`src/hdl/nal_bit_rewriter_escape_insert_core_macros.svh`:
```
// assertion macros for the nal bit rewriter core
// used by the top level only; expects clk_i and rst_ni in scope
`ifndef NAL_BIT_REWRITER_ESCAPE_INSERT_CORE_MACROS_SVH
`define NAL_BIT_REWRITER_ESCAPE_INSERT_CORE_MACROS_SVH

// same-cycle property, disabled during reset
`define NBR_ASSERT(lbl, prop, msg) \
  lbl: assert property (@(posedge clk_i) disable iff (!rst_ni) (prop)) else $error(msg);

// implication from one cycle to the next, disabled during reset
`define NBR_ASSERT_NEXT(lbl, ante, cons, msg) \
  lbl: assert property (@(posedge clk_i) disable iff (!rst_ni) (ante) |=> (cons)) \
    else $error(msg);

`endif

```
`src/hdl/nbr_pkg.sv`:
```
// shared types and constants for the nal bit rewriter
// no dependencies
package nbr_pkg;

  localparam int UE_VALUE_BITS = 16;
  localparam int OP_W          = 3;
  localparam int BYTE_W        = 8;
  localparam int COUNT_W       = 4;
  localparam int UE_W          = 16;
  localparam int MAX_RAW_BITS  = 8;

  localparam int CHUNK_W     = 2 * UE_VALUE_BITS + 1;
  localparam int LEN_W       = $clog2(CHUNK_W + 1);
  localparam int TOP_W       = $clog2(UE_VALUE_BITS + 1);
  localparam int ACC_W       = CHUNK_W + 7;
  localparam int CNT_W       = $clog2(ACC_W + 1);
  localparam int MAX_RESULTS = 8;
  localparam int RES_W       = $clog2(MAX_RESULTS + 1);
  localparam int QUEUE_DEPTH = 4;
  localparam int QPTR_W      = $clog2(QUEUE_DEPTH);

  localparam logic [BYTE_W-1:0] ESC_BYTE = 8'h03;

  typedef enum logic [OP_W-1:0] {
    OP_RAW     = 3'd0,
    OP_PAYLOAD = 3'd1,
    OP_ALIGN   = 3'd2,
    OP_UE      = 3'd3,
    OP_FINISH  = 3'd4
  } op_e;

  // bit string left-aligned in bits, len valid bits
  typedef struct packed {
    logic [CHUNK_W-1:0] bits;
    logic [LEN_W-1:0]   len;
    logic               align;
    logic               finish;
  } chunk_t;

  typedef struct packed {
    logic full;
    logic empty;
  } queue_status_t;

  typedef struct packed {
    logic       ins_pending;
    logic [1:0] run;
  } back_status_t;

endpackage

```
`src/hdl/nbr_item_if.sv`:
```
// input item channel of the nal bit rewriter
// depends on nbr_pkg
interface nbr_item_if;
  logic                         valid;
  logic                         ready;
  logic [nbr_pkg::OP_W-1:0]     op;
  logic [nbr_pkg::BYTE_W-1:0]   bits_value;
  logic [nbr_pkg::COUNT_W-1:0]  bit_count;
  logic [nbr_pkg::UE_W-1:0]     ue_value;

  modport source (output valid, output op, output bits_value, output bit_count,
                  output ue_value, input ready);
  modport sink (input valid, input op, input bits_value, input bit_count,
                input ue_value, output ready);
endinterface

```
`src/hdl/nbr_byte_if.sv`:
```
// output byte channel of the nal bit rewriter
// depends on nbr_pkg
interface nbr_byte_if;
  logic                       valid;
  logic                       ready;
  logic [nbr_pkg::BYTE_W-1:0] out_byte;
  logic                       last;

  modport source (output valid, output out_byte, output last, input ready);
  modport sink (input valid, input out_byte, input last, output ready);
endinterface

```
`src/hdl/nbr_front.sv`:
```
// front end: accepts items and turns each into a left-aligned bit string
// depends on nbr_pkg and nbr_item_if
module nbr_front (
  nbr_item_if.sink          item_i,
  input  logic              escape_enable_i,
  input  logic              q_ready_i,
  output logic              q_push_o,
  output nbr_pkg::chunk_t   q_data_o
);

  logic                              needed;
  logic [nbr_pkg::COUNT_W-1:0]       n_raw;
  logic [nbr_pkg::UE_VALUE_BITS:0]   code;
  logic [nbr_pkg::TOP_W-1:0]         top;
  logic [2:0]                        low;
  logic [nbr_pkg::CHUNK_W-1:0]       bv_ext;

  assign item_i.ready = q_ready_i;
  assign q_push_o     = item_i.valid && q_ready_i && needed;
  assign bv_ext       = nbr_pkg::CHUNK_W'(item_i.bits_value);

  // code for exp-golomb and its leading one
  always_comb begin
    code = {1'b0, nbr_pkg::UE_VALUE_BITS'(item_i.ue_value)} + 1'b1;
    top  = '0;
    for (int i = 0; i <= nbr_pkg::UE_VALUE_BITS; i++) begin
      if (code[i]) top = nbr_pkg::TOP_W'(i);
    end
  end

  // lowest set bit of the final original byte
  always_comb begin
    low = '0;
    for (int i = nbr_pkg::BYTE_W - 1; i >= 0; i--) begin
      if (item_i.bits_value[i]) low = 3'(i);
    end
  end

  always_comb begin
    n_raw = (item_i.bit_count > nbr_pkg::COUNT_W'(nbr_pkg::MAX_RAW_BITS))
          ? nbr_pkg::COUNT_W'(nbr_pkg::MAX_RAW_BITS) : item_i.bit_count;
    needed   = 1'b0;
    q_data_o = '0;
    unique case (nbr_pkg::op_e'(item_i.op))
      nbr_pkg::OP_RAW: begin
        needed        = (n_raw != '0);
        q_data_o.bits = bv_ext << (nbr_pkg::LEN_W'(nbr_pkg::CHUNK_W) - nbr_pkg::LEN_W'(n_raw));
        q_data_o.len  = nbr_pkg::LEN_W'(n_raw);
      end
      nbr_pkg::OP_PAYLOAD: begin
        needed        = !(escape_enable_i && item_i.bits_value == nbr_pkg::ESC_BYTE);
        q_data_o.bits = bv_ext << (nbr_pkg::CHUNK_W - nbr_pkg::BYTE_W);
        q_data_o.len  = nbr_pkg::LEN_W'(nbr_pkg::BYTE_W);
      end
      nbr_pkg::OP_ALIGN: begin
        needed         = 1'b1;
        q_data_o.bits  = {1'b1, {(nbr_pkg::CHUNK_W - 1){1'b0}}};
        q_data_o.len   = nbr_pkg::LEN_W'(1);
        q_data_o.align = 1'b1;
      end
      nbr_pkg::OP_UE: begin
        needed        = 1'b1;
        q_data_o.bits = nbr_pkg::CHUNK_W'(code)
                      << (nbr_pkg::LEN_W'(2 * nbr_pkg::UE_VALUE_BITS)
                          - nbr_pkg::LEN_W'({top, 1'b0}));
        q_data_o.len  = nbr_pkg::LEN_W'({top, 1'b1});
      end
      nbr_pkg::OP_FINISH: begin
        // kept bits above the old stop bit followed by the new one are bv[7:low]
        needed          = 1'b1;
        q_data_o.align  = 1'b1;
        q_data_o.finish = 1'b1;
        if (item_i.bits_value != '0) begin
          q_data_o.bits = bv_ext << (nbr_pkg::CHUNK_W - nbr_pkg::BYTE_W);
          q_data_o.len  = nbr_pkg::LEN_W'(nbr_pkg::BYTE_W) - nbr_pkg::LEN_W'(low);
        end else begin
          q_data_o.bits = {1'b1, {(nbr_pkg::CHUNK_W - 1){1'b0}}};
          q_data_o.len  = nbr_pkg::LEN_W'(1);
        end
      end
      default: begin
        needed = 1'b0;
      end
    endcase
  end

endmodule

```
`src/hdl/nbr_queue.sv`:
```
// short queue of bit strings between front and back
// depends on nbr_pkg
module nbr_queue (
  input  logic                    clk_i,
  input  logic                    rst_ni,
  input  logic                    push_i,
  input  nbr_pkg::chunk_t         push_data_i,
  input  logic                    pop_i,
  output nbr_pkg::chunk_t         head_o,
  output logic                    head_valid_o,
  output nbr_pkg::queue_status_t  status_o
);

  nbr_pkg::chunk_t              mem_q [nbr_pkg::QUEUE_DEPTH];
  logic [nbr_pkg::QPTR_W:0]     wr_q, wr_d, rd_q, rd_d;
  logic                         full, empty;

  assign empty        = (wr_q == rd_q);
  assign full         = (wr_q[nbr_pkg::QPTR_W] != rd_q[nbr_pkg::QPTR_W])
                     && (wr_q[nbr_pkg::QPTR_W-1:0] == rd_q[nbr_pkg::QPTR_W-1:0]);
  assign head_o       = mem_q[rd_q[nbr_pkg::QPTR_W-1:0]];
  assign head_valid_o = !empty;
  assign status_o     = '{full: full, empty: empty};

  always_comb begin
    wr_d = wr_q;
    rd_d = rd_q;
    if (push_i && !full) wr_d = wr_q + 1'b1;
    if (pop_i && !empty) rd_d = rd_q + 1'b1;
  end

  always_ff @(posedge clk_i) begin
    if (push_i && !full) mem_q[wr_q[nbr_pkg::QPTR_W-1:0]] <= push_data_i;
  end

  always_ff @(posedge clk_i or negedge rst_ni) begin
    if (!rst_ni) begin
      wr_q <= '0;
      rd_q <= '0;
    end else begin
      wr_q <= wr_d;
      rd_q <= rd_d;
    end
  end

endmodule

```
`src/hdl/nbr_back.sv`:
```
// back end: packs bit strings into bytes, inserts escape bytes, drives output
// depends on nbr_pkg and nbr_byte_if
module nbr_back (
  input  logic                   clk_i,
  input  logic                   rst_ni,
  input  logic                   escape_enable_i,
  input  nbr_pkg::chunk_t        head_i,
  input  logic                   head_valid_i,
  output logic                   head_pop_o,
  nbr_byte_if.source             byte_o,
  output nbr_pkg::back_status_t  status_o
);

  logic [nbr_pkg::ACC_W-1:0]   acc_q, acc_d, m_acc, shifted;
  logic [nbr_pkg::CNT_W-1:0]   cnt_q, cnt_d, m_cnt;
  logic [nbr_pkg::CNT_W:0]     sum, sum_p7;
  logic [nbr_pkg::RES_W-1:0]   res_q, res_d, res_base;
  logic [1:0]                  run_q, run_d, run_inc;
  logic                        ins_q, ins_d;
  logic                        fin_q, fin_d, fin_cur;
  logic                        out_valid_q, out_valid_d;
  logic [nbr_pkg::BYTE_W-1:0]  out_byte_q, out_byte_d, cur_byte;
  logic                        out_last_q, out_last_d;
  logic                        can_emit, load, emit_byte, step, keep;

  assign byte_o.valid    = out_valid_q;
  assign byte_o.out_byte = out_byte_q;
  assign byte_o.last     = out_last_q;
  assign status_o        = '{ins_pending: ins_q, run: run_q};
  assign head_pop_o      = load && step;

  always_comb begin
    can_emit = !out_valid_q || byte_o.ready;
    load     = !ins_q && (cnt_q < nbr_pkg::CNT_W'(8)) && head_valid_i;
    shifted  = {head_i.bits, 7'b0} >> cnt_q[2:0];
    sum      = (nbr_pkg::CNT_W + 1)'(cnt_q) + (nbr_pkg::CNT_W + 1)'(head_i.len);
    sum_p7   = sum + (nbr_pkg::CNT_W + 1)'(7);
    // alignment pads with zeros up to the next byte boundary
    if (head_i.align) sum = {sum_p7[nbr_pkg::CNT_W:3], 3'b000};
    m_acc     = load ? (acc_q | shifted) : acc_q;
    m_cnt     = load ? nbr_pkg::CNT_W'(sum) : cnt_q;
    fin_cur   = load ? head_i.finish : fin_q;
    res_base  = load ? '0 : res_q;
    emit_byte = !ins_q && (m_cnt >= nbr_pkg::CNT_W'(8));
    step      = (ins_q || emit_byte) ? can_emit : load;
    keep      = res_base < nbr_pkg::RES_W'(nbr_pkg::MAX_RESULTS);
    cur_byte  = m_acc[nbr_pkg::ACC_W-1 -: nbr_pkg::BYTE_W];
    run_inc   = (run_q == 2'd2) ? 2'd2 : run_q + 2'd1;

    acc_d       = acc_q;
    cnt_d       = cnt_q;
    res_d       = res_q;
    run_d       = run_q;
    ins_d       = ins_q;
    fin_d       = fin_q;
    out_valid_d = out_valid_q && !byte_o.ready;
    out_byte_d  = out_byte_q;
    out_last_d  = out_last_q;

    if (step) begin
      fin_d = fin_cur;
      if (ins_q) begin
        ins_d       = 1'b0;
        out_valid_d = keep;
        out_byte_d  = nbr_pkg::ESC_BYTE;
        out_last_d  = 1'b0;
        res_d       = keep ? res_base + 1'b1 : res_base;
      end else if (emit_byte) begin
        acc_d       = m_acc << nbr_pkg::BYTE_W;
        cnt_d       = m_cnt - nbr_pkg::CNT_W'(8);
        out_valid_d = keep;
        out_byte_d  = cur_byte;
        out_last_d  = fin_cur && (m_cnt == nbr_pkg::CNT_W'(8));
        res_d       = keep ? res_base + 1'b1 : res_base;
        if (cur_byte == '0) begin
          if (escape_enable_i && run_inc == 2'd2) begin
            ins_d = 1'b1;
            run_d = 2'd0;
          end else begin
            run_d = run_inc;
          end
        end else begin
          run_d = 2'd0;
        end
      end else begin
        acc_d = m_acc;
        cnt_d = m_cnt;
        res_d = res_base;
      end
    end
  end

  always_ff @(posedge clk_i) begin
    out_byte_q <= out_byte_d;
    out_last_q <= out_last_d;
  end

  always_ff @(posedge clk_i or negedge rst_ni) begin
    if (!rst_ni) begin
      acc_q       <= '0;
      cnt_q       <= '0;
      res_q       <= '0;
      run_q       <= '0;
      ins_q       <= 1'b0;
      fin_q       <= 1'b0;
      out_valid_q <= 1'b0;
    end else begin
      acc_q       <= acc_d;
      cnt_q       <= cnt_d;
      res_q       <= res_d;
      run_q       <= run_d;
      ins_q       <= ins_d;
      fin_q       <= fin_d;
      out_valid_q <= out_valid_d;
    end
  end

endmodule

```
`src/hdl/nal_bit_rewriter_escape_insert_core.sv`:
```
// Rebuilds a NAL unit from a stream of items (raw bits, payload bytes, byte
// alignment, unsigned Exp-Golomb values, finish) and emits its bytes most
// significant bit first, inserting 0x03 after two zero bytes when escaping is
// on. An item is taken in every cycle while the four-entry queue between the
// front and the back end has room; the back end turns queued bit strings into
// bytes at one byte per cycle while the output accepts them; each inserted
// 0x03 takes an output slot of its own, and an item that completes no byte
// still takes a back-end step. Bytes pass the queue and an output register.
// Depends on nbr_pkg, nbr_item_if, nbr_byte_if, nbr_front, nbr_queue, nbr_back.
`include "nal_bit_rewriter_escape_insert_core_macros.svh"

module nal_bit_rewriter_escape_insert_core (
  input  logic        clk_i,
  input  logic        rst_ni,
  nbr_item_if.sink    item_i,
  nbr_byte_if.source  byte_o,
  input  logic        cfg_we_i,
  input  logic        cfg_wdata_i
);

  logic                   escape_enable_q;
  logic                   q_push, q_pop, q_head_valid;
  nbr_pkg::chunk_t        q_data, q_head;
  nbr_pkg::queue_status_t q_status;
  nbr_pkg::back_status_t  b_status;

  always_ff @(posedge clk_i or negedge rst_ni) begin
    if (!rst_ni) begin
      escape_enable_q <= 1'b1;
    end else if (cfg_we_i) begin
      escape_enable_q <= cfg_wdata_i;
    end
  end

  nbr_front u_front (
    .item_i          (item_i),
    .escape_enable_i (escape_enable_q),
    .q_ready_i       (!q_status.full),
    .q_push_o        (q_push),
    .q_data_o        (q_data)
  );

  nbr_queue u_queue (
    .clk_i        (clk_i),
    .rst_ni       (rst_ni),
    .push_i       (q_push),
    .push_data_i  (q_data),
    .pop_i        (q_pop),
    .head_o       (q_head),
    .head_valid_o (q_head_valid),
    .status_o     (q_status)
  );

  nbr_back u_back (
    .clk_i           (clk_i),
    .rst_ni          (rst_ni),
    .escape_enable_i (escape_enable_q),
    .head_i          (q_head),
    .head_valid_i    (q_head_valid),
    .head_pop_o      (q_pop),
    .byte_o          (byte_o),
    .status_o        (b_status)
  );

  // final byte always carries the stop bit
  `NBR_ASSERT(a_last_nonzero, !(byte_o.valid && byte_o.last) || (byte_o.out_byte != 8'h00), "last byte without stop bit")
  // an escape is pending only right after the zero run was consumed
  `NBR_ASSERT(a_ins_run_clear, !b_status.ins_pending || (b_status.run == 2'd0), "escape pending with live zero run")
  `NBR_ASSERT(a_queue_sane, !(q_status.full && q_status.empty), "queue full and empty")
  // a pending escape goes out on the next free output slot
  `NBR_ASSERT_NEXT(a_ins_drain, b_status.ins_pending && (!byte_o.valid || byte_o.ready), !b_status.ins_pending, "escape not issued")

endmodule
```
`src/flat_wrapper.sv`:
```
// flat-port wrapper written by rule: the top's interface ports become plain ports
module nal_bit_rewriter_escape_insert_core_flat 
  (clk_i, rst_ni, cfg_we_i, cfg_wdata_i, item_i_valid, item_i_op, item_i_bits_value, item_i_bit_count, item_i_ue_value, item_i_ready, byte_o_valid, byte_o_out_byte, byte_o_last, byte_o_ready);
  nbr_item_if item_i_i ();
  nbr_byte_if byte_o_i ();
  input  logic clk_i;
  input  logic rst_ni;
  input  logic cfg_we_i;
  input  logic cfg_wdata_i;
  input wire logic [$bits(item_i_i.valid)-1:0] item_i_valid;
  input wire logic [$bits(item_i_i.op)-1:0] item_i_op;
  input wire logic [$bits(item_i_i.bits_value)-1:0] item_i_bits_value;
  input wire logic [$bits(item_i_i.bit_count)-1:0] item_i_bit_count;
  input wire logic [$bits(item_i_i.ue_value)-1:0] item_i_ue_value;
  output wire logic [$bits(item_i_i.ready)-1:0] item_i_ready;
  output wire logic [$bits(byte_o_i.valid)-1:0] byte_o_valid;
  output wire logic [$bits(byte_o_i.out_byte)-1:0] byte_o_out_byte;
  output wire logic [$bits(byte_o_i.last)-1:0] byte_o_last;
  input wire logic [$bits(byte_o_i.ready)-1:0] byte_o_ready;
  assign item_i_i.valid = item_i_valid;
  assign item_i_i.op = item_i_op;
  assign item_i_i.bits_value = item_i_bits_value;
  assign item_i_i.bit_count = item_i_bit_count;
  assign item_i_i.ue_value = item_i_ue_value;
  assign item_i_ready = item_i_i.ready;
  assign byte_o_valid = byte_o_i.valid;
  assign byte_o_out_byte = byte_o_i.out_byte;
  assign byte_o_last = byte_o_i.last;
  assign byte_o_i.ready = byte_o_ready;
  nal_bit_rewriter_escape_insert_core u_core (.clk_i(clk_i), .rst_ni(rst_ni), .item_i(item_i_i), .byte_o(byte_o_i), .cfg_we_i(cfg_we_i), .cfg_wdata_i(cfg_wdata_i));
endmodule
```
`config.mk`:
```
export PLATFORM = sky130hd
export DESIGN_NAME = nal_bit_rewriter_escape_insert_core_flat
export DESIGN_NICKNAME = d
export VERILOG_FILES = /design/src/hdl/nbr_pkg.sv /design/src/hdl/nbr_item_if.sv /design/src/hdl/nbr_byte_if.sv /design/src/hdl/nbr_front.sv /design/src/hdl/nbr_queue.sv /design/src/hdl/nbr_back.sv /design/src/hdl/nal_bit_rewriter_escape_insert_core.sv /design/src/flat_wrapper.sv
export VERILOG_INCLUDE_DIRS = /design/src /design/src/hdl
export SDC_FILE = /design/constraint.sdc
export NUM_CORES = 1
export LEC_CHECK = 0
export ABC_AREA = 0
export BUFFER_PORTS_ARGS = -buffer_cell sky130_fd_sc_hd__buf_2
export CAP_MARGIN = 20
export CORE_ASPECT_RATIO = 1.5
export CORE_MARGIN = 2
export CORE_UTILIZATION = 35
export CTS_BUF_LIST = sky130_fd_sc_hd__clkbuf_4 sky130_fd_sc_hd__clkbuf_8
export DETAILED_ROUTE_END_ITERATION = 7
export GPL_TIMING_DRIVEN = 0
export PLACE_DENSITY = 0.49
export SLEW_MARGIN = 20
export SYNTH_ARGS = -nofsm -noshare
export SYNTH_HDL_FRONTEND = slang
export SYNTH_SLANG_ARGS = --single-unit
```
`constraint.sdc`:
```
create_clock -name clk_i -period 5.52 [get_ports clk_i]
set_clock_uncertainty 0.15 [all_clocks]
set_input_delay 0.828 -clock clk_i [delete_from_list [all_inputs] [get_ports clk_i]]
set_output_delay 0.828 -clock clk_i [all_outputs]
set_load 0.01 [all_outputs]
```
Yosys cells after proc, flatten, opt, wreduce, memory -nomap -nowiden
Memory sizes are Yosys's and may differ from the RTL's.
Cells that the tools add are included.
{"block": "op_classes", "bitwise": 2, "eq_ne": 11, "add_sub_neg": 11, "mux": 55, "mul": 0, "div_mod_pow": 0, "order_cmp": 4, "shifts": 3, "reduce_logical": 31}
{"op": "39-bit one-hot mux with 5 select lines", "n": 1}
{"op": "40-bit 2-to-1 mux", "n": 2}
{"op": "5-bit 2-to-1 mux", "n": 13}
{"op": "40-bit OR", "n": 1}
{"op": "40-bit by 3-bit right shift with 40-bit output", "n": 1}
{"op": "39-bit 2-to-1 mux", "n": 1}
{"op": "17-bit by 6-bit << shifter with 33-bit output", "n": 1}
{"op": "8-bit by 6-bit << shifter with 33-bit output", "n": 1}
{"op": "3-bit 2-to-1 mux", "n": 8}
{"op": "4-bit 2-to-1 mux", "n": 5}
{"op": "6-bit 2-to-1 mux", "n": 3}
{"op": "16-bit by 1-bit adder with 17-bit output (second input constant)", "n": 1}
{"op": "1-bit 2-to-1 mux", "n": 15}
{"op": "1-bit logical AND", "n": 13}
{"op": "2-bit 2-to-1 mux", "n": 5}
{"op": "8-bit by 2-bit equality test with 1-bit output (second input constant)", "n": 1}
{"op": "8-bit logical NOT", "n": 1}
{"op": "8-bit 2-to-1 mux", "n": 1}
{"op": "8-bit nonzero test", "n": 1}
{"op": "3-bit by 1-bit adder with 3-bit output (second input constant)", "n": 2}
{"op": "6-bit by 3-bit adder with 6-bit output (second input constant)", "n": 1}
{"op": "6-bit adder", "n": 1}
{"op": "3-bit by 2-bit equality test with 1-bit output (second input constant)", "n": 2}
{"op": "6-bit by 4-bit equality test with 1-bit output (second input constant)", "n": 1}
{"op": "27 further kinds", "n": 35}
{"block": "word_totals", "ff_bits": 71, "latch_bits": 0, "memories": 1, "romBits": 0, "out_inout_bits": 11, "inputBits": 37, "mem_bits_rw": 164, "elab_cells": 130}
{"name": "u_core.u_queue.mem_q", "depth": 4, "word_bits": 41, "rd": 1, "rd_clocked_by_memory_dff": 0, "write_ports": 1, "line_no": "nbr_queue.sv:14", "source": "nbr_pkg::chunk_t mem_q [nbr_pkg::QUEUE_DEPTH];"}

Depth between registers and ports, before layout
Gate-level depths: netlist of run 1.
{"block": "logic_depth", "word_depth": 20, "depth_mapped": 19, "depth_no_buf": 15}

Hierarchy
Synthesis of run 1 repeated with hierarchy kept, for this count alone.
{"block": "hier_totals", "cells_unflattened": 1321, "area_unflattened_um2": 14850.5}
{"mod": "nbr_queue", "cells_per_inst": 263, "area_each_um2": 6428.7, "n_inst": 1, "seq_area_each_um2": 5074.9}
{"mod": "nbr_back", "cells_per_inst": 528, "area_each_um2": 5022.3, "n_inst": 1, "seq_area_each_um2": 1646.6}
{"mod": "nbr_front", "cells_per_inst": 527, "area_each_um2": 3354.5, "n_inst": 1, "seq_area_each_um2": 0.0}
{"mod": "nal_bit_rewriter_escape_insert_core", "cells_per_inst": 3, "area_each_um2": 45.0, "n_inst": 1, "seq_area_each_um2": 26.3}

Worst setup path after synthesis of run 1
No wires, ideal clock.
{"block": "synth_timing", "path_type": "reg-to-reg", "start": "register u_core.u_queue.rd_q[0] in the netlist's numbering", "end": "register u_core.u_back.fin_q", "slack_ns": 1.023, "path_buffers": 3, "arrival_ns": 4.222, "period_less_slack_ns": 4.497, "required_ns": 5.245, "setup_time_ns": 0.125, "path_stages_with_launch": 16, "path_cell_list": "dfrtp_1 -> buf_4 -> buf_2 -> buf_2 -> mux4_2 -> ha_1 -> inv_1 -> fa_1 -> and3b_1 -> nor2b_1 -> nand2_1 -> nor3_1 -> o311ai_1 -> a221o_1 -> nor2_1 -> mux2_2"}
{"block": "synth_via", "elab_chain_cells": 9, "word_cells_on_any_way": 13, "cone_classes": "add/sub (2); order compare (1); eq/ne (1); mux (4); reduce/logical (4); memory (1)"}
{"element": "start, declared", "line_no": "nbr_queue.sv:15", "source": "logic [nbr_pkg::QPTR_W:0] wr_q, wr_d, rd_q, rd_d;"}
{"element": "start signal, assigned", "line_no": "nbr_queue.sv:42", "source": "rd_q <= rd_d;"}
{"element": "memory 4 x 41 bit"}
{"element": "6-bit adder", "line_no": "nbr_back.sv:36", "source": "sum = (nbr_pkg::CNT_W + 1)'(cnt_q) + (nbr_pkg::CNT_W + 1)'(head_i.len);"}
{"element": "6-bit by 3-bit adder with 6-bit output", "line_no": "nbr_back.sv:37", "source": "sum_p7 = sum + (nbr_pkg::CNT_W + 1)'(7);"}
{"element": "6-bit 2-to-1 mux", "line_no": "nbr_back.sv:39", "source": "if (head_i.align) sum = {sum_p7[nbr_pkg::CNT_W:3], 3'b000};"}
{"element": "6-bit 2-to-1 mux", "line_no": "nbr_back.sv:41", "source": "m_cnt = load ? nbr_pkg::CNT_W'(sum) : cnt_q;"}
{"element": "6-bit by 4-bit greater-or-equal comparator with 1-bit output", "line_no": "nbr_back.sv:44", "source": "emit_byte = !ins_q && (m_cnt >= nbr_pkg::CNT_W'(8));"}
{"element": "1-bit logical AND", "line_no": "nbr_back.sv:44"}
{"element": "1-bit logical OR", "line_no": "nbr_back.sv:45", "source": "step = (ins_q || emit_byte) ? can_emit : load;"}
{"element": "1-bit 2-to-1 mux", "line_no": "nbr_back.sv:45"}
{"element": "end signal, assigned", "line_no": "nbr_back.sv:113", "source": "fin_q <= fin_d;"}
{"element": "end, declared", "line_no": "nbr_back.sv:20", "source": "logic fin_q, fin_d, fin_cur;"}
Several ways; a longest one is shown, not always the timed one.
A chain may end at the register's enable or synchronous reset.

==> implementation parameters, run 1 <==
Parameter                              Value

Floorplan
  Die Y-Extent    247 µm
  Chip width    166 µm
  Core Area    38600 µm²
  DIE AREA    40900 µm²
  Initial Util    35.6%
  Number of cell rows    88
  Number of top-level pins    48

Global routing
  Global route overflow    0
  Antenna violations before repair    1
  Via count of the first global-routing pass    10900
  Pin count of the biggest net entering global routing    50
  First-pass GRT wire length    64000 µm
  Total routing usage reported by global routing    20.3%

Yosys
  Cell taking the most area after synthesis    sky130_fd_sc_hd__edfxtp_1
  Flop and latch count out of synthesis    235
  Top-area cell type share of the netlist area    37.8%
  Syn avg cell area    10.7 µm²
  Count of synthesis-stage warnings from yosys    0
  Post-Syn Instances    1284
  Synth Cell Area    13700 µm²
  Number of enable flip-flop cells after synthesis    173
  Post-synth ARST share    26.4%
  Number of distinct standard cells referenced by the synthesized netlist    88
  Synth area leaders    sky130_fd_sc_hd__edfxtp_1, sky130_fd_sc_hd__dfrtp_1, sky130_fd_sc_hd__mux4_2, sky130_fd_sc_hd__mux2i_1, sky130_fd_sc_hd__nand2_1
  Dominant register cell in the synthesized netlist    sky130_fd_sc_hd__edfxtp_1
  Synthesized Nets    1340
  Portion of the post-synthesis area used by sequential elements    49.1%

STA
  Final number of max-transition violations    0
  Final Hold Viols    0
  Final Cycle Share    96.0%
  Transition time of the tightest slew-check pin    0.935 ns
  Final min period    5.30 ns
  Setup violations, final    0
  Maximum clock rate    189 MHz
  Worst Slack Setup Final    0.221 ns
  Unrepaired setup endpoints after global routing    false
  Setup total negative slack    0 ns
  Worst slew margin relative to its limit    37.2%

Clock network
  Number of levels the H-tree was split into    2
  Clock Tree Buf Depth    3
  TritonCTS buffer count    37
  Clock network latency to the later pin of the worst-skew pair    0.57 ns
  Total number of clock tree sinks    235
  Post-CTS Setup Repair Bufs    0
  Clock tree from TritonCTS    built
  Reg clk slew, reported paths    0.06 ns
  Root buf cell    sky130_fd_sc_hd__clkbuf_8

Placed design
  Cell area after placement    14600 µm²
  Detailed-placement wirelength estimate    31600 µm
  Total of buffers placed on input and output ports    39
  Worst setup timing slack at the placement stage    -0.629 ns
  Placer Congestion    0.911

Min path
  Tightest Hold Check Type    flop to flop

Cells and area
  Commonest non-fill, non-tap cell in the layout    sky130_fd_sc_hd__nand2_1
  Post-Layout Inst Area    15300 µm²
  Utilization after layout    39.7%
  Area added between synthesis and finish    11.5%
  Fraction of final layout cells sized beyond drive strength 1    16.4%
  Commonest non-fill, non-tap cells in the layout    sky130_fd_sc_hd__nand2_1, sky130_fd_sc_hd__edfxtp_1, sky130_fd_sc_hd__o21ai_0
  Total Nets Final    1418

Worst setup path
  Register-to-register setup slack    0.52 ns
  Launch instance of the worst register-to-register path    u_core.u_queue.rd_q[0]
  Worst reg2reg path endpoint    u_core.u_back.ins_q
  Critical path arrival    5.42 ns
  Maximum fanout along the worst path    10
  Startpoint of the most critical setup path    item_i_ue_value[0]
  CP endpoint kind    flop
  Required time reported for the critical path endpoint    5.64 ns
  Worst setup path class    primary input to flop
  Length in cells of the worst reg-to-reg path    17
  Startpoint Class    primary input
  End point of the critical path    u_core.u_queue.mem_q[3][20]

Routing
  Number of remaining DRC errors    0
  Routed via count    10600
  Mean routed wirelength per cell    22.0 µm
  Total wire length after detailed routing    41500 µm
  Number of nets with antenna violations after routing    0
  Iteration-0 DRC count of the detailed router    588
  Vias/cell    5.60
  First-pass iteration count of the detailed router    5

Pwr
  Worst IR drop on VDD    289 µV
  Leakage    5.93 nW
  Pwr Total    0.00762 W
  Power Dens Cells    497 nW/µm²

Run
  Maximum Capacitance Violations    0

Outcome
  Outcome    completed
## power by group
part | switching (W) | leakage, nW | internal [W]
combinational | 0.00231 | 3.13 | 0.00136
clock | 0.000685 | 0.379 | 0.000766
sequential | 0.000165 | 2.41 | 0.00233
## flip-flops by register name, indices dropped and copies added (netlist names)
name                           cells
u_core.u_back.byte_o.last          1
u_core.u_queue.mem_q             164
u_core.u_back.byte_o.valid         1
u_core.u_back.acc_q               40
u_core.u_back.fin_q                1
u_core.u_queue.wr_q                3
u_core.u_back.ins_q                1
u_core.u_back.res_q                4
u_core.u_back.cnt_q                6
u_core.escape_enable_q             1
u_core.u_back.run_q                2
u_core.u_queue.rd_q                3
u_core.u_back.byte_o.out_byte      8
## metrics by stage
stage	cells	hold WS, ns
global placement	1818	0.307
global route	1884	0.363
finish	1884	0.332
floorplan	1284	0.293
CTS	1885	0.332
detailed placement	1819	0.322
## worst min-delay path by stage
| stage | cells past startpoint | startpoint | endpoint |
|---|---|---|---|
| after detailed placement | 2 | u_core.u_back.acc_q[9] | u_core.u_back.acc_q[9] |
| after global placement | 2 | u_core.u_back.run_q[1] | u_core.u_back.run_q[1] |
| after CTS | 2 | cfg_wdata_i | u_core.escape_enable_q |
| after floorplan | 2 | u_core.u_back.run_q[1] | u_core.u_back.run_q[1] |
| final | 2 | u_core.u_back.acc_q[9] | u_core.u_back.acc_q[9] |
| after global routing | 2 | cfg_wdata_i | u_core.escape_enable_q |
## layout make-up
class / instances / area (µm²)
diodes: 1 / 2.50
inverters: 25 / 93.8
repair buffers: 41 / 235
clock inverters: 10 / 57.6
well taps: 495 / 619
multi-input cells: 939 / 6560
flip-flops and latches: 235 / 6750
plain buffers: 83 / 369
fillers: 3807 / 23300
clock buffers: 55 / 657
## cell usage after synthesis, drive strengths merged (12+ instances only)
master and n:
dfrtp 61, mux2 20, nor3 30, mux4 43, nand2 200, or3 12
o22ai 17, inv 24, clkbuf 47, nor2 88, and3 12, buf 38
a31oi 16, o21ai 114, nand3 23, mux2i 92, xor2 12, xnor2 22
a21o 19, nand4 12, a21oi 58, ha 18, edfxtp 173
## metal layers
layer	track usage [%]	vias to the layer above	part of all wire, %
li1	-	4965	-
met1	21.3	5207	37
met2	39.6	274	54
met3	1.92	106	2.9
met4	11.2	0	5.7
met5	0	-	0
## critical path, stage by stage
cell and delay, ns:
sky130_fd_sc_hd__buf_2 0.09, sky130_fd_sc_hd__buf_2 0.21, sky130_fd_sc_hd__nand4_1 0.28, sky130_fd_sc_hd__nor2_2 0.32, sky130_fd_sc_hd__xnor2_1 0.31, sky130_fd_sc_hd__o2111a_1 0.35
sky130_fd_sc_hd__o21ai_1 0.16, sky130_fd_sc_hd__a21oi_1 0.38, sky130_fd_sc_hd__buf_2 0.36, sky130_fd_sc_hd__ha_1 0.35, sky130_fd_sc_hd__inv_1 0.15, sky130_fd_sc_hd__clkbuf_1 0.47
sky130_fd_sc_hd__a22oi_1 0.29, sky130_fd_sc_hd__mux2_2 0.36, sky130_fd_sc_hd__o21ai_1 0.51
## repair_timing
action | 4_1_cts | 5_1_grt
endpoints found under the hold margin | 12 | 0
gates resized for setup | 2 | 5
hold buffers | 1 | 0
pin swaps | 0 | 0
setup endpoints to repair | 43 | 54
## cell families after synthesis
logic type	after synthesis	synth area share, %
compound gates	298	13.5
flops	235	49.1
simple gates	433	14.6
buf+inv	110	3.40
xor+xnor	34	2.22
mux	155	15.4
fa+ha+maj	19	1.78
Note: power is estimated with default switching activity, not from simulation.
==> run 2, diff against run 1 <==
CORE_UTILIZATION = 49   (was 35)
PLACE_DENSITY = 0.64   (was 0.49)
==> run 2 against run 1 <==
Effect of this change: combinational power is 1% lower; sequential cell count stayed put; largest power group unchanged; register-to-register slack hardly changed; via count is 0.72% lower; routed wire length is 7.6% lower; highest routed layer unchanged; critical endpoint is now u_core.u_queue.mem_q[0][29].
==> implementation parameters, run 2 (synthesis results as in run 1) <==
Parameter                              Value

Routing
  Routed via count    10500 (-0.72%)
  First-pass iteration count of the detailed router    5 (unchanged)
  Number of remaining DRC errors    0 (unchanged)
  Vias/cell    6.05 (+7.9%)
  Total wire length after detailed routing    38300 µm (-7.6%)
  Mean routed wirelength per cell    22.1 µm (+0.42%)
  Number of nets with antenna violations after routing    0 (unchanged)
  Iteration-0 DRC count of the detailed router    557 (-5.3%)

Pwr
  Pwr Total    0.00755 W (-0.91%)
  Power Dens Cells    498 nW/µm² (+0.17%)
  Leakage    5.93 nW (about the same)
  Worst IR drop on VDD    174 µV (-40%)

Worst setup path
  Required time reported for the critical path endpoint    5.60 ns (-0.04 ns)
  Critical path arrival    5.29 ns (-0.13 ns)
  CP endpoint kind    flop
  Sequence of cells on the critical path    buf_2, ha_1, buf_4, nand3_4, nor3_4, xor2_1, nand2_1, and3b_1, a21oi_1, buf_2, ha_1, and3_1, nand3_1, and2_0, nand2_1, buf_1, o32a_1, o211ai_1
  Startpoint Class    primary input
  Maximum fanout along the worst path    10 (unchanged)
  Dominant delay contributor by cell family on the critical path    simple AND/OR/NAND/NOR gates
  Launch instance of the worst register-to-register path    u_core.u_queue.rd_q[0]
  CP peak stage delay    0.48 ns (-0.03 ns)
  Critical-path top delay cell    sky130_fd_sc_hd__buf_1
  Worst setup path class    primary input to flop
  Length in cells of the worst reg-to-reg path    18 (+1)
  Worst path buffer plus inverter count    4 (-1)
  Register-to-register setup slack    0.53 ns (about the same)
  Worst reg2reg path endpoint    u_core.u_back.acc_q[38]

Placed design
  Total of buffers placed on input and output ports    39 (unchanged)
  Cell area after placement    14400 µm² (-1.1%)
  Placer Congestion    1.01 (+11%)
  Detailed-placement wirelength estimate    29500 µm (-6.6%)
  Placed instance count    1671 (-8.1%)

Global routing
  Total routing usage reported by global routing    26.5% (+6.2 points)
  Pin count of the biggest net entering global routing    51 (+2.0%)
  Met3 GRT Util    2.91% (+0.99 points)
  Grt met2 use    48.6% (+9.0 points)
  Via count of the first global-routing pass    10800 (-0.81%)
  Met1 layer usage reported by global route    28.3% (+6.9 points)
  Global route overflow    0 (unchanged)
  Antenna violations before repair    0 (-1)
  Gr busiest metal    met2
  First-pass GRT wire length    59900 µm (-6.5%)

STA
  Transition time of the tightest slew-check pin    0.982 ns (+0.0477 ns)
  Setup violations, final    0 (unchanged)
  Final number of max-transition violations    0 (unchanged)
  Maximum clock rate    192 MHz (+1.7%)
  Unrepaired setup endpoints after global routing    false
  Final min period    5.21 ns (-0.0907 ns)
  Final Hold Viols    0 (unchanged)
  Min Hold Slack    0.324 ns (-0.00819 ns)
  Worst slew margin relative to its limit    33.8% (-3.4 points)
  Final Cycle Share    94.4% (-1.6 points)

Clock network
  Number of levels the H-tree was split into    2 (unchanged)
  TritonCTS buffer count    35 (-5.4%)
  Total number of clock tree sinks    235 (unchanged)
  Clock network latency to the later pin of the worst-skew pair    0.57 ns (about the same)
  Clock Tree Buf Depth    3 (unchanged)
  Reg clk slew, reported paths    0.06 ns (about the same)
  Post-CTS Setup Repair Bufs    0 (unchanged)
  Root buf cell    sky130_fd_sc_hd__clkbuf_8
  Clock tree from TritonCTS    built

Cells and area
  Filler-free cell count of the finished design    1733 (-8.0%)
  Utilization after layout    54.6% (+15 points)
  Final antenna diode count    0 (-1)
  Fraction of final layout cells sized beyond drive strength 1    16.7% (+0.23 points)
  Fill cell count    2449 (-36%)
  Post-Layout Inst Area    15200 µm² (-1.1%)
  Total Nets Final    1417 (-0.071%)
  Commonest non-fill, non-tap cell in the layout    sky130_fd_sc_hd__nand2_1
  Commonest non-fill, non-tap cells in the layout    sky130_fd_sc_hd__nand2_1, sky130_fd_sc_hd__edfxtp_1, sky130_fd_sc_hd__o21ai_0
  Flip-flop count of the largest register after layout    164 (unchanged)
  Area added between synthesis and finish    10.3%

Min path
  Worst hold start    u_core.u_back.run_q[1]
  Destination of the worst hold path    u_core.u_back.run_q[1]
  Tightest Hold Check Type    flop to flop
  Cell depth of the worst hold path    2 (unchanged)

Floorplan
  Initial Util    49.5% (+14 points)
  Number of cell rows    75 (-15%)
  Die Y-Extent    209 µm (-15%)
  Core Area    27800 µm² (-28%)
  DIE AREA    29400 µm² (-28%)
  Chip width    141 µm (-15%)
  Number of top-level pins    48 (unchanged)

Outcome
  Outcome    completed

Run
  Maximum Capacitance Violations    0 (unchanged)
-- run 2: cell count changes in the layout (fill, tap and decap cells not counted), sizes merged --
cell / delta
bufinv: +1
clkbuf: -5
buf: +2
clkinvlp: +1
inv: -1
diode: -1
clkinv: +1
-- run 2: worst max-delay path by stage --
stage,start,end,slack [ns],cells past startpoint
after floorplan,u_core.u_queue.rd_q[0],u_core.u_back.fin_q,1.02,15
after global placement,item_i_ue_value[1],u_core.u_queue.mem_q[1][9],-0.63,16
after detailed placement,item_i_ue_value[1],u_core.u_queue.mem_q[1][9],-0.62,16
after CTS,u_core.u_queue.rd_q[1],u_core.u_back.fin_q,0.01,15
after global routing,item_i_ue_value[1],u_core.u_queue.mem_q[2][8],0.04,16
final,item_i_ue_value[1],u_core.u_queue.mem_q[0][29],0.31,18
-- run 2: what timing repair did --
item                                   in CTS  in global routing
endpoints found under the hold margin      11                  0
resized for setup                           1                  7
setup endpoints to repair                   4                 58
hold buffers                                1                  0
-- run 2: report_power, final --
part / switching [W] / internal, W / leakage [nW] / total (W)
clock network: 0.000660 / 0.000762 / 0.367 / 0.00142
registers: 0.000163 / 0.00233 / 2.41 / 0.00249
logic: 0.00226 / 0.00138 / 3.15 / 0.00363
total: 0.00308 / 0.00447 / 5.93 / 0.00755
-- run 2: area by class of cell --
cell class / instances / area (µm²) / area share [%]
buffer: 83 / 370 / 2.44
clock buffer: 51 / 608 / 4.01
clock inverter: 12 / 92.6 / 0.610
inverter: 25 / 93.8 / 0.619
multi-input combinational: 939 / 6560 / 43.3
sequential: 235 / 6750 / 44.5
tap: 346 / 433 / 2.85
timing repair buffer: 42 / 263 / 1.73
-- run 2: per-stage QoR --
step	setup TNS (ns)	setup slack (ns)
after floorplan	0	1.02
after global placement	-15.20	-0.630
after detailed placement	-14.27	-0.624
after CTS	0	0.0144
after global routing	0	0.0355
final	0	0.312
-- run 2: per-layer routing --
metal	wire length (µm)	part of all wire [%]
met2	20200	53
met1	14000	37
met3	1180	3.1
met4	2900	7.6
met5	0	0
-- run 2: worst reg2reg max path, cell delays in order (launching register included) --
cell and delay, ns:
sky130_fd_sc_hd__dfrtp_1 0.35, sky130_fd_sc_hd__buf_4 0.19, sky130_fd_sc_hd__buf_2 0.35, sky130_fd_sc_hd__clkbuf_4 0.37, sky130_fd_sc_hd__mux4_2 0.57, sky130_fd_sc_hd__ha_1 0.21, sky130_fd_sc_hd__inv_1 0.07, sky130_fd_sc_hd__fa_1 0.41
sky130_fd_sc_hd__and3b_1 0.21, sky130_fd_sc_hd__nor2b_1 0.18, sky130_fd_sc_hd__nand2_1 0.16, sky130_fd_sc_hd__and3_1 0.23, sky130_fd_sc_hd__o311ai_2 0.30, sky130_fd_sc_hd__nor2b_1 0.18, sky130_fd_sc_hd__buf_4 0.21, sky130_fd_sc_hd__buf_4 0.23
sky130_fd_sc_hd__buf_2 0.28, sky130_fd_sc_hd__a21oi_1 0.10, sky130_fd_sc_hd__o21ai_0 0.17
